`src/design/crs_block_element_lookup_top_defines.svh`:
```
// assertion macros used by the element lookup back end
`ifndef CRS_BLOCK_ELEMENT_LOOKUP_TOP_DEFINES_SVH
`define CRS_BLOCK_ELEMENT_LOOKUP_TOP_DEFINES_SVH

// same-cycle implication, checked out of reset
`define CRS_ASSERT_IMP(name, ante, cons) \
    name: assert property (@(posedge clk) disable iff (!rst_n) (ante) |-> (cons)) \
        else $error("same-cycle check failed");

// next-cycle implication, checked out of reset
`define CRS_ASSERT_NXT(name, ante, cons) \
    name: assert property (@(posedge clk) disable iff (!rst_n) (ante) |=> (cons)) \
        else $error("next-cycle check failed");

`endif

```
`src/design/crs_bel_pkg.sv`:
```
// types and constants of the sparse block element lookup
package crs_bel_pkg;

    localparam logic [1:0] MODE_LOAD_ROW_START = 2'd0;
    localparam logic [1:0] MODE_LOAD_COLUMN    = 2'd1;
    localparam logic [1:0] MODE_READ           = 2'd2;
    localparam logic [1:0] MODE_WRITE          = 2'd3;

    localparam logic [1:0] STATUS_OK    = 2'd0;
    localparam logic [1:0] STATUS_MISS  = 2'd1;
    localparam logic [1:0] STATUS_RANGE = 2'd2;

    localparam logic [1:0] REG_ROWS          = 2'd0;
    localparam logic [1:0] REG_DOF           = 2'd1;
    localparam logic [1:0] REG_BLOCK_ENTRIES = 2'd2;
    localparam logic [1:0] REG_SYMMETRIC     = 2'd3;

    localparam int CFG_DATA_W = 13;
    localparam logic [3:0] DIV_LAST = 4'd11;

    typedef struct packed {
        logic [1:0]  mode;
        logic [11:0] row_index;
        logic [11:0] col_index;
        logic [12:0] table_addr;
        logic [12:0] table_word;
        logic [63:0] write_value;
    } in_item_t;

    typedef struct packed {
        logic        found;
        logic [15:0] flat_pos;
        logic [63:0] read_value;
        logic [1:0]  status;
    } out_item_t;

    typedef struct packed {
        logic [10:0] rows;
        logic [2:0]  dof;
        logic [12:0] block_entries;
        logic        symmetric;
    } cfg_t;

    typedef enum logic [1:0] {
        CMD_LOAD_ROW_START,
        CMD_LOAD_COLUMN,
        CMD_ACCESS,
        CMD_REJECT
    } cmd_kind_t;

    typedef struct packed {
        cmd_kind_t   kind;
        logic        is_write;
        logic [11:0] gi;
        logic [11:0] gj;
        logic [12:0] table_addr;
        logic [12:0] table_word;
        logic [63:0] write_value;
    } cmd_t;

    typedef enum logic [3:0] {
        B_IDLE,
        B_DIV,
        B_RS0,
        B_RS1,
        B_RS2,
        B_SRCH,
        B_CMP,
        B_BLK,
        B_FLAT,
        B_VAL,
        B_VWAIT,
        B_RESP
    } back_state_t;

endpackage

```
`src/design/crs_bel_fifo.sv`:
```
// two-entry command queue between front and back
module crs_bel_fifo (
    input  logic              clk,
    input  logic              rst_n,
    input  logic              wr_en,
    input  crs_bel_pkg::cmd_t wr_data,
    output logic              full,
    input  logic              rd_en,
    output crs_bel_pkg::cmd_t rd_data,
    output logic              empty
);
    import crs_bel_pkg::*;

    cmd_t       slot_reg [2];
    logic       wr_ptr_reg, wr_ptr_next;
    logic       rd_ptr_reg, rd_ptr_next;
    logic [1:0] count_reg, count_next;
    logic       do_wr, do_rd;

    assign full    = (count_reg == 2'd2);
    assign empty   = (count_reg == 2'd0);
    assign do_wr   = wr_en && !full;
    assign do_rd   = rd_en && !empty;
    assign rd_data = slot_reg[rd_ptr_reg];

    always_comb
    begin
        wr_ptr_next = do_wr ? ~wr_ptr_reg : wr_ptr_reg;
        rd_ptr_next = do_rd ? ~rd_ptr_reg : rd_ptr_reg;
        count_next  = count_reg + 2'(do_wr) - 2'(do_rd);
    end

    always_ff @(posedge clk or negedge rst_n)
    begin
        if (!rst_n)
        begin
            wr_ptr_reg <= 1'b0;
            rd_ptr_reg <= 1'b0;
            count_reg  <= 2'd0;
        end
        else
        begin
            wr_ptr_reg <= wr_ptr_next;
            rd_ptr_reg <= rd_ptr_next;
            count_reg  <= count_next;
        end
    end

    always_ff @(posedge clk)
    begin
        if (do_wr)
            slot_reg[wr_ptr_reg] <= wr_data;
    end

endmodule

```
`config.mk`:
```
export PLATFORM = sky130hd
export DESIGN_NAME = crs_bel_fifo
export DESIGN_NICKNAME = d
export VERILOG_FILES = /design/src/design/crs_block_element_lookup_top_defines.svh /design/src/design/crs_bel_pkg.sv /design/src/design/crs_bel_fifo.sv
export SDC_FILE = /design/constraint.sdc
export NUM_CORES = 1
export LEC_CHECK = 0
export ABC_AREA = 0
export BUFFER_PORTS_ARGS = -buffer_cell sky130_fd_sc_hd__buf_4
export CAP_MARGIN = 20
export CORE_MARGIN = 1
export CORE_UTILIZATION = 50
export CTS_CLUSTER_DIAMETER = 80
export DETAILED_ROUTE_END_ITERATION = 12
export PLACE_DENSITY = 0.74
export SLEW_MARGIN = 30
export SYNTH_ARGS = -nofsm -noshare
export SYNTH_HDL_FRONTEND = slang
export SYNTH_SLANG_ARGS = --single-unit
```
`constraint.sdc`:
```
create_clock -name clk -period 7.49 [get_ports clk]
set_clock_uncertainty 0.1 [all_clocks]
set_input_delay 1.498 -clock clk [delete_from_list [all_inputs] [get_ports clk]]
set_output_delay 1.498 -clock clk [all_outputs]
set_load 0.01 [all_outputs]
```
After elaboration in Yosys (flattened, before gate mapping)
Memory sizes are Yosys's and may differ from the RTL's.
Cells that the tools add are included.
- register bits: 4
- RAM bits: 234
- output and inout port bits: 119
- memories: 1
- add/subtract/negate cells: 2
- equality and inequality tests: 1
- mux-type cells: 2
- bitwise gates (word level): 2
- reduce and logical (&&, ||, !) cells: 5
- memories (name ; words ; width ; read ports ; clocked after memory_dff ; write ports ; line ; source):
    slot_reg ; 2 ; 117 ; 1 ; 0 ; 1 ; crs_bel_fifo.sv:14 ; cmd_t slot_reg [2];
- operator list (cell ; number):
    $add 2x1->2 ; 1
    $eq 2x2->1 const B ; 1
    $logic_and 1x1->1 ; 2
    $logic_not 1->1 ; 2
    $logic_not 2->1 ; 1
    $mux 1 ; 2
    $not 1->1 ; 2
    $sub 2x1->2 ; 1

Logic depth before layout (Yosys ltp)
- word-level depth: 5
- depth in mapped cells: 7

Worst setup path after synthesis
Ideal clock, no wire load.
- path type: input to register
- start: in wr_en
- end: mem slot_reg[0][0] in the netlist's numbering (enable)
- setup time: 594 ps
- data arrival time: 6457 ps
- path slack: 339 ps
- cell stages on the path: 2
- cell sequence: nand2_1 > nor2_1
- word-level cells in the longest chain between the ends: 3
- RTL lines (what ; line ; source):
    start, declared ; crs_bel_fifo.sv:5 ; input logic wr_en,
    $logic_and 1x1->1 ; crs_bel_fifo.sv:22 ; assign do_wr = wr_en && !full;
    $mux 1 ; crs_bel_fifo.sv:51 ; if (do_wr)
    $mux 1 (not written as such) ; crs_bel_fifo.sv:52 ; slot_reg[wr_ptr_reg] <= wr_data;
    end, declared ; crs_bel_fifo.sv:14 ;
No other way between the ends.

==> impl_metrics.ini <==
[final_layout]
instances_no_fill = 876
final_common_cell = buf_4
area_growth_pct = 32.29
final_cell_mix = 243 x buf_4, 234 x edfxtp_1, 97 x mux2_2
largest_reg_flops = 234
drive_gt1_frac = 0.6052
antenna_cells = 0
nets = 762
n_fill_cell = 1132

[pwr]
p_int_uw = 3245
switching_share = 0.2731
p_comb_frac = 0.310
p_switching_uw = 1219
power_density_nw_per_um2 = 387.6
clkPwrFrac = 0.253
power_uw = 4464
leakagePower_uw = 0.004366
ir_drop_mv = 0.2344
pwr-share-seq = 0.436

[clocking]
clock_path_buffers = 3
clk_latency_ns = 0.50
cts_resized = 0
cts_max_level = 1
cts_sinks = 238
post_cts_buffers = 0
cts_tree = yes
numCtsBuffers = 24
hold_buffers = 0
clk_pin_slew_ns = 0.06
clockRootBuffer = clkbuf_16

[floorplan]
dieArea_um2 = 17950
rows = 47
fp.dieW_um = 134.0
initial_core_util = 0.5177
fp.dieH_um = 134.0
core_um2 = 16820
io_pins = 240

[synthesis]
synth-compound-area-share = 0
yosys_warnings = 0
synthSimpleGateAreaFrac = 0.003449
synth-seq-cells = 238
synth.avg_cell_area_um2 = 22.79
syn-cell-area_um2 = 8707
netlist_instances = 382
ys_seq_area_frac = 0.8185
synth_nets = 505
synth_xor_area_frac = 0.004024
synth_top_family_by_area = multiplexers
synthAdderAreaFrac = 0.002874
ys_types = 15
muxShareOfSynthArea = 0.1599

[timing]
slew_viol_final = 0
slew-limit-headroom = 0.3610
rsz0062_at_grt = false
tightestPinTransition_ns = 0.9584
fmax_mhz = 223.7
fin_ws_ns = 3.020
hold_viol_final = 0
fin_crit_ns = 4.470
post-route-period-util = 0.5969
setup_viol = 0
tns_ns = 0
timing.hold.ws_ns = 0.4160

[worst_setup_path]
endpoint = rd_data[9]
crit-reg2reg-launch = count_reg[1]
worstPathArrival_ns = 2.87
path_max_fanout = 65
startpoint = rd_ptr_reg
reg2regPathDepth = 3
r2r_end = slot_reg[1][56]
crit_required_ns = 5.89
crit_type = register to output pin
cp-end-kind = output pin
r2r_slack_ns = 4.90
critPathLaunchType = register

[worst_hold_path]
hp-class = register to register
worstHoldPathCells = 1

[global_route]
gr-usage-all-layers = 0.1767
grt_remaining_overflow = 0
grt_pass1_wl_um = 24360
antenna_found_initial = 0
grt_pass1_vias = 4771
grt_max_degree = 73

[placed_design]
numPortBuffers = 239
dpl.hpwl_um = 10500
pre_cts_slack_ns = 3.480
finalWeightedCongestion = 0.7196
placed_cells = 832

[routing]
vias = 4407
drc_errors = 0
wirelength_um = 15970
drtIter0Drc = 228
ant_nets = 0
routedWlPerCell_um = 18.23
firstDrtPassIters = 4
vias_per_cell = 5.031

[run]
maxCapViolations = 0

[status]
status = finished clean
-- power groups by stage --
stage          logic (uW)  clock network (uW)  registers [uW]
2_1_floorplan         837                   0            1940
3_3_place_gp         1370                   0            1960
3_5_place_dp         1390                   0            1980
4_1_cts              1400                1160            1950
5_1_grt              1480                1210            1980
6_report             1390                1130            1950
-- worst min-delay path by stage --
stage                            start      endpoint
after floorplan             wr_ptr_reg    wr_ptr_reg
after global placement    count_reg[1]  count_reg[1]
after detailed placement  count_reg[1]  count_reg[1]
after CTS                 count_reg[1]  count_reg[1]
after global routing      count_reg[1]  count_reg[1]
final                     count_reg[1]  count_reg[1]
-- metrics by stage --
stage | util | cell area [um2]
after floorplan | - | 8707
after global routing | 0.6849 | 11520
after global placement | 0.6381 | 10730
after CTS | 0.6832 | 11490
final | 0.6849 | 11520
after detailed placement | 0.6381 | 10730
-- final cells by class --
type                       instances  area (um2)  share of cell area
sequential                       238        7131              0.6191
timing repair buffer             244        1852              0.1608
multi-input combinational        129        1495              0.1298
clock buffer                      30       644.4             0.05594
tap                              220       275.3             0.02390
clock inverter                    13       113.9            0.009885
inverter                           2       7.507           0.0006518
-- per-layer routing --
metal	track usage	vias to the layer above	part of all wire
li1	-	2029	-
met1	0.2205	2164	0.40
met2	0.3028	195	0.50
met3	0.05102	19	0.093
met4	0.04545	0	0.012
met5	0	-	0
-- Yosys cell counts --
cell      count  area share
and3_1        1     0.00072
buf_2         9      0.0052
buf_6         4      0.0052
dfrtp_1       4       0.011
edfxtp_1    234        0.81
ha_1          2      0.0029
inv_1         2     0.00086
mux2_2       97        0.13
mux2_4       20       0.034
nand2_1       1     0.00043
nand2b_1      1     0.00072
nor2_1        2     0.00086
nor2b_1       1     0.00072
xnor2_1       3      0.0030
xor2_1        1      0.0010
-- worst max-delay path: stages, from the launching register on --
cell	delay (ns)
dfrtp_4	0.90
buf_4	0.86
mux2_2	0.42
buf_4	0.14
-- kinds of logic after synthesis --
kind of cell,Yosys count
xor gates and xnor gates,4
adders and majority gates,2
buffers and inverters,15
DFF,238
muxes,117
and+or+nand+nor,6
(Power assumes the default switching activity.)
