$ cat src/design/crs_block_element_lookup_top_defines.svh
// assertion macros used by the element lookup back end
`ifndef CRS_BLOCK_ELEMENT_LOOKUP_TOP_DEFINES_SVH
`define CRS_BLOCK_ELEMENT_LOOKUP_TOP_DEFINES_SVH

// same-cycle implication, checked out of reset
`define CRS_ASSERT_IMP(name, ante, cons) \
    name: assert property (@(posedge clk) disable iff (!rst_n) (ante) |-> (cons)) \
        else $error("same-cycle check failed");

// next-cycle implication, checked out of reset
`define CRS_ASSERT_NXT(name, ante, cons) \
    name: assert property (@(posedge clk) disable iff (!rst_n) (ante) |=> (cons)) \
        else $error("next-cycle check failed");

`endif

$ cat src/design/crs_bel_pkg.sv
// types and constants of the sparse block element lookup
package crs_bel_pkg;

    localparam logic [1:0] MODE_LOAD_ROW_START = 2'd0;
    localparam logic [1:0] MODE_LOAD_COLUMN    = 2'd1;
    localparam logic [1:0] MODE_READ           = 2'd2;
    localparam logic [1:0] MODE_WRITE          = 2'd3;

    localparam logic [1:0] STATUS_OK    = 2'd0;
    localparam logic [1:0] STATUS_MISS  = 2'd1;
    localparam logic [1:0] STATUS_RANGE = 2'd2;

    localparam logic [1:0] REG_ROWS          = 2'd0;
    localparam logic [1:0] REG_DOF           = 2'd1;
    localparam logic [1:0] REG_BLOCK_ENTRIES = 2'd2;
    localparam logic [1:0] REG_SYMMETRIC     = 2'd3;

    localparam int CFG_DATA_W = 13;
    localparam logic [3:0] DIV_LAST = 4'd11;

    typedef struct packed {
        logic [1:0]  mode;
        logic [11:0] row_index;
        logic [11:0] col_index;
        logic [12:0] table_addr;
        logic [12:0] table_word;
        logic [63:0] write_value;
    } in_item_t;

    typedef struct packed {
        logic        found;
        logic [15:0] flat_pos;
        logic [63:0] read_value;
        logic [1:0]  status;
    } out_item_t;

    typedef struct packed {
        logic [10:0] rows;
        logic [2:0]  dof;
        logic [12:0] block_entries;
        logic        symmetric;
    } cfg_t;

    typedef enum logic [1:0] {
        CMD_LOAD_ROW_START,
        CMD_LOAD_COLUMN,
        CMD_ACCESS,
        CMD_REJECT
    } cmd_kind_t;

    typedef struct packed {
        cmd_kind_t   kind;
        logic        is_write;
        logic [11:0] gi;
        logic [11:0] gj;
        logic [12:0] table_addr;
        logic [12:0] table_word;
        logic [63:0] write_value;
    } cmd_t;

    typedef enum logic [3:0] {
        B_IDLE,
        B_DIV,
        B_RS0,
        B_RS1,
        B_RS2,
        B_SRCH,
        B_CMP,
        B_BLK,
        B_FLAT,
        B_VAL,
        B_VWAIT,
        B_RESP
    } back_state_t;

endpackage

$ cat src/design/crs_bel_front.sv
// front end: classifies input items, range checks and index mirroring
module crs_bel_front #(
    parameter int MAX_ROWS = 1024,
    parameter int MAX_NNZ  = 4096,
    parameter int MAX_DOF  = 4
) (
    input  crs_bel_pkg::cfg_t     cfg,
    input  crs_bel_pkg::in_item_t in_item,
    output crs_bel_pkg::cmd_t     cmd
);
    import crs_bel_pkg::*;

    logic [13:0] side;
    logic        cfg_bad;
    logic        idx_bad;
    logic        swap;

    assign side    = 14'(cfg.rows) * 14'(cfg.dof);
    assign cfg_bad = (cfg.rows == 11'd0) || (32'(cfg.rows) > MAX_ROWS)
                  || (cfg.dof == 3'd0) || (32'(cfg.dof) > MAX_DOF);
    assign idx_bad = (14'(in_item.row_index) >= side) || (14'(in_item.col_index) >= side);
    assign swap    = cfg.symmetric && (in_item.row_index > in_item.col_index);

    always_comb
    begin
        cmd.is_write    = (in_item.mode == MODE_WRITE);
        cmd.gi          = swap ? in_item.col_index : in_item.row_index;
        cmd.gj          = swap ? in_item.row_index : in_item.col_index;
        cmd.table_addr  = in_item.table_addr;
        cmd.table_word  = in_item.table_word;
        cmd.write_value = in_item.write_value;
        case (in_item.mode)
            MODE_LOAD_ROW_START:
                cmd.kind = ((32'(in_item.table_addr) > MAX_ROWS)
                         || (32'(in_item.table_word) > MAX_NNZ))
                         ? CMD_REJECT : CMD_LOAD_ROW_START;
            MODE_LOAD_COLUMN:
                cmd.kind = ((32'(in_item.table_addr) >= MAX_NNZ)
                         || (32'(in_item.table_word) >= MAX_ROWS))
                         ? CMD_REJECT : CMD_LOAD_COLUMN;
            default:
                cmd.kind = (cfg_bad || idx_bad) ? CMD_REJECT : CMD_ACCESS;
        endcase
    end

endmodule

$ cat config.mk
export PLATFORM = sky130hd
export DESIGN_NAME = crs_bel_front
export DESIGN_NICKNAME = d
export VERILOG_FILES = /design/src/design/crs_block_element_lookup_top_defines.svh /design/src/design/crs_bel_pkg.sv /design/src/design/crs_bel_front.sv
export SDC_FILE = /design/constraint.sdc
export NUM_CORES = 1
export LEC_CHECK = 0
export CAP_MARGIN = 10
export CELL_PAD_IN_SITES_DETAIL_PLACEMENT = 1
export CELL_PAD_IN_SITES_GLOBAL_PLACEMENT = 1
export CORE_ASPECT_RATIO = 0.6
export CORE_MARGIN = 10
export CORE_UTILIZATION = 38
export DETAILED_ROUTE_END_ITERATION = 6
export DONT_BUFFER_PORTS = 1
export GPL_ROUTABILITY_DRIVEN = 0
export GPL_TIMING_DRIVEN = 0
export PLACE_DENSITY_LB_ADDON = 0.1
export SYNTH_ARGS = -nofsm -noshare
export SYNTH_HDL_FRONTEND = slang
export SYNTH_SLANG_ARGS = --single-unit
$ cat constraint.sdc
create_clock -name vclk -period 3.75
set_input_delay 0.375 -clock vclk [all_inputs]
set_output_delay 0.375 -clock vclk [all_outputs]
set_load 0.01 [all_outputs]
# ---- Word level (Yosys, flattened, before mapping)
# Cells that the tools add are included.
dict set report word_totals {
  inputBits 144
  wordCells 29
  out_inout_bits 117
  register_bits 0
}
dict set report classes {
  n_reduce_logical 11
  n_mux 6
  n_eq_ne 2
  multipliers 1
  n_lt_le_gt_ge 9
}
# cell count
set ops {}
lappend ops {{12-bit by 14-bit greater-or-equal comparator with 1-bit output} 2}
lappend ops {{12-bit two-way mux} 2}
lappend ops {{11-bit by 3-bit multiplier with 14-bit output} 1}
lappend ops {{13-bit by 11-bit greater-or-equal comparator with 1-bit output (second input constant)} 1}
lappend ops {{13-bit greater-or-equal comparator (second input constant)} 1}
lappend ops {{13-bit by 11-bit > comparator with 1-bit output (second input constant)} 1}
lappend ops {{13-bit > comparator (second input constant)} 1}
lappend ops {{12-bit > comparator} 1}
lappend ops {{11-bit > comparator (second input constant)} 1}
lappend ops {{11-bit logical NOT} 1}
lappend ops {{1-bit logical OR} 7}
lappend ops {{2-bit two-way mux} 2}
lappend ops {{2-bit one-hot mux with 2 select lines} 1}
lappend ops {{3-bit > comparator (second input constant)} 1}
lappend ops {{3-bit logical NOT} 1}
lappend ops {{2-bit by 1-bit equality test with 1-bit output (second input constant)} 1}
lappend ops {{2-bit equality test (second input constant)} 1}
lappend ops {{2-bit logical NOT} 1}
lappend ops {{1-bit logical AND} 1}
lappend ops {{1-bit two-way mux} 1}

# ---- Logic depth before layout (Yosys ltp)
# Gate-level depths: netlist of the first run.
dict set report depth {
  depth_word 7
  ltp_mapped 18
  mapped_depth_nobuf 17
}

# ---- Worst setup path before layout of the first run
# Ideal clock, no wire load.
dict set report synth_timing {
  kind {input-to-output}
  from {input port cfg[16] in the netlist's numbering}
  to {output port cmd[115] in the netlist's numbering}
  t_arrival_ns 3.484
  slack_ns -0.109
  n_path_buf 1
  t_required_ns 3.375
  cell_stages 17
  path_cell_list {clkbuf_1 > nand2_1 > fa_1 > inv_1 > ha_1 > inv_1 > fa_1 > nor2b_4 > o2111a_1 > o211a_1 > nor2b_1 > xor2_1 > ha_1 > and3_1 > and2_1 > a22oi_1 > a311oi_2}
}
# item line
set synth_rtl {}
lappend synth_rtl {{from (decl)} crs_bel_front.sv:7} ;# input crs_bel_pkg::cfg_t cfg,
lappend synth_rtl {{to (decl)} crs_bel_front.sv:9} ;# output crs_bel_pkg::cmd_t cmd

==> results of run 1 <==
==> routing by layer <==
| layer | vias to the layer above | wire length, um | track usage (%) |
|---|---|---|---|
| met5 | - | 0 | 0 |
| met4 | 0 | 0 | 0 |
| met3 | 0 | 964 | 5.83 |
| met2 | 102 | 5120 | 29.0 |
| met1 | 1157 | 3770 | 16.8 |
| li1 | 1172 | - | - |
==> layout make-up <==
cell class,instances,area (um2)
fillers,887,4050
multi-input cells,228,2100
plain buffers,95,766
inverters,35,131
well taps,104,130
repair buffers,8,60.1
==> logic make-up (layout without fill, tap and decap cells) <==
group / count (synthesis) / after routing / share of synthesized area (%)
adders and majority gates: 57 / 57 / 27.9
xor gates and xnor gates: 9 / 9 / 2.79
and+or+nand+nor: 80 / 80 / 15.0
buffers and inverters: 130 / 138 / 29.5
AOI/OAI and AO/OA: 58 / 58 / 15.4
muxes: 24 / 24 / 9.47
==> cell usage after synthesis, types with 2 or more instances <==
cell type | n | area, um2
buf_4 | 92 | 691
ha_1 | 47 | 588
inv_1 | 35 | 131
nand2_1 | 26 | 97.6
mux2_2 | 22 | 248
a21oi_1 | 15 | 75.1
and2_1 | 14 | 87.6
fa_1 | 10 | 200
nand3_1 | 9 | 45.0
nor4_1 | 8 | 50.1
nor2_1 | 7 | 26.3
xor2_1 | 7 | 61.3
a21o_1 | 6 | 45.0
nand4_1 | 5 | 31.3
o21ai_0 | 4 | 20.0
a211oi_1 | 3 | 22.5
a31oi_1 | 3 | 18.8
clkbuf_1 | 3 | 11.3
o211a_1 | 3 | 30.0
o211ai_1 | 3 | 22.5
a211o_1 | 2 | 17.5
a31o_2 | 2 | 17.5
mux2i_1 | 2 | 20.0
nand2b_1 | 2 | 12.5
nor2b_1 | 2 | 12.5
o21a_1 | 2 | 15.0
o22a_1 | 2 | 17.5
o31ai_1 | 2 | 15.0
xnor2_1 | 2 | 17.5
==> worst max-delay path, stage by stage <==
cell and delay (ns):
clkbuf_16 0.12, nand2_2 0.06, fa_1 0.45, inv_1 0.07, ha_2 0.18, inv_2 0.05, fa_2 0.42, nor2b_4 0.13
o2111a_1 0.21, o211a_1 0.19, nor2b_1 0.06, xor2_1 0.15, ha_1 0.31, and3_4 0.19, and2_4 0.13, a22oi_2 0.08
a311oi_4 0.37
==> repair_timing <==
action                     in CTS  in global routing
resized for setup              26                  4
hold buffers                    0                  0
setup endpoints to repair       1                  1
setup buffers                   7                  1
pin swaps                      18                  4
==> stage by stage <==
| step | instance area [um2] | hold WS, ns | util (%) |
|---|---|---|---|
| final | 3180 | 0.844 | 44.0 |
| after global routing | 3180 | 0.846 | 44.0 |
| after CTS | 3160 | 0.846 | 43.6 |
| after detailed placement | 2970 | 0.846 | 41.1 |
| after global placement | 2970 | 0.847 | 41.1 |
| after floorplan | 2840 | 0.842 | - |
==> power groups by stage <==
stage / clock (mW) / combinational, mW / sequential [mW]
2_1_floorplan: 0 / 0.451 / 0
5_1_grt: 0 / 0.675 / 0
3_3_place_gp: 0 / 0.538 / 0
6_report: 0 / 0.606 / 0
4_1_cts: 0 / 0.602 / 0
3_5_place_dp: 0 / 0.552 / 0
==> how the worst max path moves through the flow <==
stage | from | to | slack, ns | depth (start not counted)
after CTS | cfg[16] | cmd[115] | -0.19 | 17
after floorplan | cfg[14] | cmd[115] | 0.001 | 14
after global routing | cfg[14] | cmd[115] | -0.37 | 17
final | cfg[14] | cmd[115] | -0.18 | 17
after detailed placement | cfg[16] | cmd[115] | -0.53 | 15
after global placement | cfg[16] | cmd[115] | -0.50 | 15
==> layout by cell type (no fill, tap or decap), types with 5 or more instances in the layout <==
master   count
and2_1      12
nand3_1      9
nand2_1     24
fa_1         9
xor2_1       6
nor4_1       8
a21oi_1     13
mux2_2      22
nand4_1      5
ha_1        44
buf_4      100
a21o_1       6
inv_1       34
nor2_1       7
==> impl_metrics.csv, run 1 <==
group,metric,value,unit
global_route,grt_antenna_before_repair,0,
critical_path,cp_required,3.38,ns
route,initialDrtViolationCount,42,
sta,hold_viol_final,0,
sta,worstMarginPinSlew,0.512,ns
critical_path,cp_max_fanout,9,
status,failed_checks,"negative setup slack",
route,avg_vias_per_cell,5.17,
synthesis,ys_seq_area_share,0,%
min_path,min_from,"in_item[1]",
synthesis,distinct_cell_type_count_after_synthesis,47,
floorplanning,die_width,131,um
pwr,max-vdd-ir-drop,0.0501,mV
route,firstDrtPassIters,4,
route,wire_per_inst,21.0,um
critical_path,endpoint_kind,"output pin",
sta,timing.final.max_slew_violations,0,
sta,final_min_period_over_clock_period,105,%
synthesis,syn-mean-instance-area,7.90,um2
placement,place.detailed.hpwl,8990,um
min_path,timing.hold.worst_endpoint,"cmd[1]",
sta,totalNegativeSetupSlack,-0.184,ns
sta,timing.final.setup_violations,1,
floorplanning,boundaryPins,261,
global_route,grt_first_pass_wirelength,14700,um
route,num_vias,2431,
global_route,grt_util_all_layers,15.2,%
pwr,power.clock.fraction,0,%
finish,nFlopsAndLatches,0,
global_route,first_global_vias,2620,
route,drt.antenna.violating_nets,0,
min_path,holdPathStages,1,
sta,period_needed,3.93,ns
sta,rsz0062_at_grt,"true",
synthesis,syn-instance-count,358,
sta,fmax,254,MHz
min_path,hold_path_class,"input port to output pin",
floorplanning,die-area,0.0114,mm2
finish,seq_area,0,um2
placement,place_inst,462,
finish,layout_area_overhead,12.6,%
route,drcViolationCount,0,
pwr,power.total,606,uW
critical_path,critical_path.startpoint_type,"input port",
global_route,grt-ovfl-total,0,
critical_path,timing.critical_path.arrival,3.56,ns
sta,finalWorstSetupSlack,-0.184,ns
finish,clock_buffer_count,0,
finish,nets,569,
status,status,"complete, but fails checks",
finish,antenna_cells,0,
floorplanning,core_area,0.00724,mm2
pwr,power.share.combinational,100.0,%
pwr,power_switching_share,51.1,%
finish,final-instance-count-excl-fill,470,
synthesis,netlist_area_pre_place,0.00283,mm2
pwr,power-per-cell-area,190,mW/mm2
global_route,grt_start_max_net_pins,11,
finish,drive_above_1_share,42.1,%
route,drt-total-wl,9860,um
run,drv_cap,0,
placement,number_of_input_and_output_port_buffers_inserted,0,
synthesis,synthesis.nets,559,
floorplanning,die_height,86.8,um
critical_path,criticalPathCategory,"input port to output pin",
pwr,p_switching,310,uW
floorplanning,start_util,39.1,%
pwr,internal_power,296,uW
placement,pre_cts_ws,-0.526,ns
floorplanning,num_rows,24,
sta,max-slew-margin-rel,65.9,%
synthesis,synth_warnings,0,
pwr,power.sequential.fraction,0,%
pwr,p_leak,1.62,nW
(Power assumes the default switching activity.)
==> run 2, diff against run 1 <==
--- a/config.mk
+++ b/config.mk
@@ -10,11 +10,10 @@
 export CELL_PAD_IN_SITES_GLOBAL_PLACEMENT = 1
 export CORE_ASPECT_RATIO = 0.6
 export CORE_MARGIN = 10
-export CORE_UTILIZATION = 38
+export CORE_UTILIZATION = 40
 export DETAILED_ROUTE_END_ITERATION = 6
 export DONT_BUFFER_PORTS = 1
 export GPL_ROUTABILITY_DRIVEN = 0
-export GPL_TIMING_DRIVEN = 0
 export PLACE_DENSITY_LB_ADDON = 0.1
 export SYNTH_ARGS = -nofsm -noshare
 export SYNTH_HDL_FRONTEND = slang
==> impl_metrics.csv, run 2 (synthesis gave the netlist of run 1 again) <==
group,metric,value,unit
status,status,"complete, but fails checks",
status,failed_checks,"negative setup slack",
min_path,holdPathStages,0,
sta,rsz0062_at_grt,"true",
finish,utilization,36.4,%
global_route,grt-ovfl-total,0,
placement,place.detailed.hpwl,6740,um
pwr,power.total,508,uW
pwr,max-vdd-ir-drop,0.0558,mV
placement,number_of_input_and_output_port_buffers_inserted,0,
critical_path,cp_required,3.38,ns
finish,commonest_cells_after_routing_fill_and_taps_aside,"ha_1, inv_1, nand2_1",
sta,worstMarginPinSlew,0.830,ns
sta,hold_viol_final,0,
floorplanning,num_rows,23,
sta,worst_hold_slack,0.750,ns
finish,seq_area,0,um2
sta,timing.final.max_slew_violations,0,
critical_path,cp_max_fanout,4,
floorplanning,start_util,41.8,%
global_route,grt_start_max_net_pins,25,
sta,period_needed,3.81,ns
finish,final-instance-count-excl-fill,370,
placement,pre_cts_ws,-0.215,ns
finish,nFlopsAndLatches,0,
route,firstDrtPassIters,4,
min_path,hold_path_class,"input port to output pin",
floorplanning,boundaryPins,261,
floorplanning,die_height,85.1,um
critical_path,critical_path.startpoint_type,"input port",
route,drt.antenna.violating_nets,0,
finish,nets,486,
sta,fmax,263,MHz
critical_path,timing.critical_path.cells,"and2_4, fa_1, ha_4, a211oi_4, o211ai_1, a31o_2, a21oi_1, xor2_1, buf_4, ha_1, a211o_1, a211oi_2, a311oi_2",
global_route,first_global_vias,2181,
sta,timing.final.setup_violations,1,
floorplanning,die-area,0.0109,mm2
sta,final_min_period_over_clock_period,102,%
route,num_vias,2096,
finish,fin_area,0.00246,mm2
run,drv_cap,0,
pwr,p_leak,1.19,nW
sta,totalNegativeSetupSlack,-0.0573,ns
route,drt-total-wl,7440,um
critical_path,critical_path.max_stage_delay,0.59,ns
sta,finalWorstSetupSlack,-0.0573,ns
clocking,holdBufCountCts,0,
route,wire_per_inst,20.1,um
placement,place_inst,370,
finish,antenna_cells,0,
global_route,grt_util_all_layers,12.7,%
finish,layout_area_overhead,-12.9,%
route,avg_vias_per_cell,5.66,
route,initialDrtViolationCount,40,
global_route,grt_antenna_before_repair,0,
pwr,power-per-cell-area,206,mW/mm2
route,drcViolationCount,0,
critical_path,timing.critical_path.arrival,3.43,ns
floorplanning,core_area,0.00676,mm2
floorplanning,die_width,129,um
critical_path,critical_path.slowest_cell,"fa_1",
finish,mostFrequentLayoutCell,"ha_1",
global_route,grt_first_pass_wirelength,11900,um
sta,max-slew-margin-rel,44.7,%
placement,placedInstanceArea,0.00240,mm2
critical_path,endpoint_kind,"output pin",
finish,clock_buffer_count,0,
finish,drive_above_1_share,23.3,%
critical_path,criticalPathCategory,"input port to output pin",
-- run 2: cell types whose count changed in the layout (fill, tap and decap cells not counted), sizes merged --
cell    previous run  this run
clkbuf             3         0
buf              100        20
-- run 2: critical path: cells and delay by family --
family	cells	cell delay [ns]
buffers and inverters	1	0.14
adder cells (fa/ha/maj)	3	1.05
XOR/XNOR	1	0.21
AND/OR/NAND/NOR	1	0.14
AO/OA/AOI/OAI	7	1.52
-- run 2: repair_timing --
item | CTS | global route
pin swaps | 19 | 1
buffers inserted | 0 | 0
gates resized for setup | 13 | 3
setup endpoints to repair | 1 | 1
-- run 2: worst paths after layout --
path	end	from	slack, ns
max	cmd[115]	cfg[19]	-0.06
min	cmd[23]	in_item[23]	0.75
-- run 2: per-layer routing --
layer | share of wire (%) | GRT usage, % | wire (um) | vias up
li1 | - | - | - | 1002
met1 | 44 | 16.5 | 3280 | 973
met2 | 45 | 20.8 | 3330 | 111
met3 | 11 | 4.29 | 794 | 10
met4 | 0.54 | 0.906 | 40 | 0
met5 | 0 | 0 | 0 | -
-- run 2: cell type report --
class / instances / area [um2]
Fill cell: 829 / 4300
Inverter: 35 / 131
Tap cell: 87 / 109
Timing Repair Buffer: 20 / 150
Multi-Input combinational cell: 228 / 2070
-- run 2: report_power, final --
part           switching [mW]  internal (mW)  total [mW]
logic                   0.258          0.250       0.508
registers                   0              0           0
clock network               0              0           0
==> run 3, diff against run 2 <==
--- a/config.mk
+++ b/config.mk
@@ -6,7 +6,7 @@
 export NUM_CORES = 1
 export LEC_CHECK = 0
 export CAP_MARGIN = 10
-export CELL_PAD_IN_SITES_DETAIL_PLACEMENT = 1
+export CELL_PAD_IN_SITES_DETAIL_PLACEMENT = 0
 export CELL_PAD_IN_SITES_GLOBAL_PLACEMENT = 1
 export CORE_ASPECT_RATIO = 0.6
 export CORE_MARGIN = 10
@@ -15,6 +15,7 @@
 export DONT_BUFFER_PORTS = 1
 export GPL_ROUTABILITY_DRIVEN = 0
 export PLACE_DENSITY_LB_ADDON = 0.1
+export SKIP_LAST_GASP = 1
 export SYNTH_ARGS = -nofsm -noshare
 export SYNTH_HDL_FRONTEND = slang
 export SYNTH_SLANG_ARGS = --single-unit
==> impl_metrics.csv, run 3 (synthesis gave the netlist of run 1 again) <==
group,metric,value,unit
route,m1WireLength,3210,um
route,maxUsedRoutingLayer,"met4",
floorplanning,start_util,41.8,%
route,drcViolationCount,0,
finish,utilization,36.9,%
min_path,hold_path_class,"input port to output pin",
finish,antenna_cells,0,
floorplanning,num_rows,23,
critical_path,criticalPathCategory,"input port to output pin",
min_path,holdPathStages,0,
global_route,grt_antenna_before_repair,0,
critical_path,worstPathBufferInverterCount,1,
global_route,grt_start_max_net_pins,25,
finish,final-instance-count-excl-fill,371,
sta,max-slew-margin-rel,44.5,%
route,drt.antenna.violating_nets,0,
floorplanning,die_height,85.1,um
floorplanning,core_area,0.00676,mm2
global_route,grt-ovfl-total,0,
route,avg_vias_per_cell,5.55,
pwr,p_leak,1.20,nW
floorplanning,die_width,129,um
critical_path,timing.critical_path.cells,"and2_4, fa_2, inv_2, fa_2, nor2b_4, o2111a_1, o211a_1, nor2b_1, xor2_1, ha_1, and3_4, and2_4, a22oi_2, a311oi_2",
route,firstDrtPassIters,4,
pwr,power-per-cell-area,202,mW/mm2
critical_path,critical_path.slowest_cell,"fa_2",
sta,period_needed,3.78,ns
global_route,grt_first_pass_wirelength,11300,um
finish,layout.filler_cells,701,
global_route,grt_util_all_layers,12.0,%
route,detailroute.wirelength.met3,808,um
sta,worstMarginPinSlew,0.832,ns
critical_path,critical_path.startpoint_type,"input port",
placement,number_of_input_and_output_port_buffers_inserted,0,
route,wire_per_inst,19.1,um
sta,fmax,264,MHz
critical_path,critical_path.max_stage_delay,0.60,ns
critical_path,endpoint_kind,"output pin",
critical_path,path_depth,14,
critical_path,cp_required,3.38,ns
finish,drive_above_1_share,26.1,%
sta,hold_viol_final,0,
finish,clock_buffer_count,0,
placement,place_inst,370,
critical_path,cp_max_fanout,4,
sta,final_min_period_over_clock_period,101,%
sta,finalWorstSetupSlack,-0.0321,ns
run,drv_cap,0,
route,drt-total-wl,7100,um
placement,pre_cts_ws,-0.188,ns
route,initialDrtViolationCount,65,
sta,timing.final.setup_violations,1,
floorplanning,boundaryPins,261,
finish,nFlopsAndLatches,0,
critical_path,timing.critical_path.arrival,3.41,ns
finish,mostFrequentLayoutCell,"ha_1",
sta,rsz0062_at_grt,"true",
finish,commonest_cells_after_routing_fill_and_taps_aside,"ha_1, inv_1, nand2_1",
finish,nets,487,
clocking,holdBufCountCts,0,
pwr,max-vdd-ir-drop,0.0661,mV
floorplanning,die-area,0.0109,mm2
global_route,first_global_vias,2058,
route,met2_length,3060,um
critical_path,critical_path.top_delay_family,"adder cells",
status,failed_checks,"negative setup slack",
finish,seq_area,0,um2
status,status,"complete, but fails checks",
sta,timing.final.max_slew_violations,0,
placement,place.detailed.hpwl,6320,um
finish,layout_area_overhead,-11.6,%
route,num_vias,2058,
run 3: changes by cell type in the layout (fill, tap and decap cells not counted), sizes merged:
cell  change
buf       +1
run 3: cell type report:
cell class	instances	area, um2	share of cell area [%]
multi-input cells	228	2100	84.1
repair buffers	21	158	6.31
inverters	35	131	5.26
well taps	87	109	4.36
run 3: repair_timing:
item / CTS / global route
pin swaps: 21 / 13
gates resized for setup: 13 / 11
setup buffers: 1 / 1
setup endpoints to repair: 1 / 1
run 3: worst paths after layout:
| check | startpoint | slack, ns | end |
|---|---|---|---|
| worst max-delay path | cfg[20] | -0.03 | cmd[115] |
| worst min-delay path | in_item[23] | 0.75 | cmd[23] |
run 3: routing by layer:
| metal | GRT usage (%) | vias up |
|---|---|---|
| met5 | 0 | - |
| met2 | 18.9 | 105 |
| li1 | - | 1011 |
| met3 | 4.10 | 8 |
| met1 | 16.1 | 934 |
| met4 | 0.604 | 0 |
run 3: where the power goes:
| part | leakage [nW] | total, mW | internal [mW] | switching, mW |
|---|---|---|---|---|
| clock network | 0 | 0 | 0 | 0 |
| registers | 0 | 0 | 0 | 0 |
| logic | 1.20 | 0.504 | 0.253 | 0.251 |
run 3: through the flow:
| step | hold slack [ns] | setup TNS, ns | cell area [um2] | power, mW |
|---|---|---|---|---|
| floorplan | 0.842 | 0 | 2840 | 0.451 |
| global placement | 0.750 | -0.163 | 2400 | 0.474 |
| detailed placement | 0.750 | -0.188 | 2400 | 0.476 |
| CTS | 0.750 | -0.0154 | 2450 | 0.502 |
| global route | 0.750 | -0.195 | 2500 | 0.575 |
| finish | 0.750 | -0.0321 | 2500 | 0.504 |
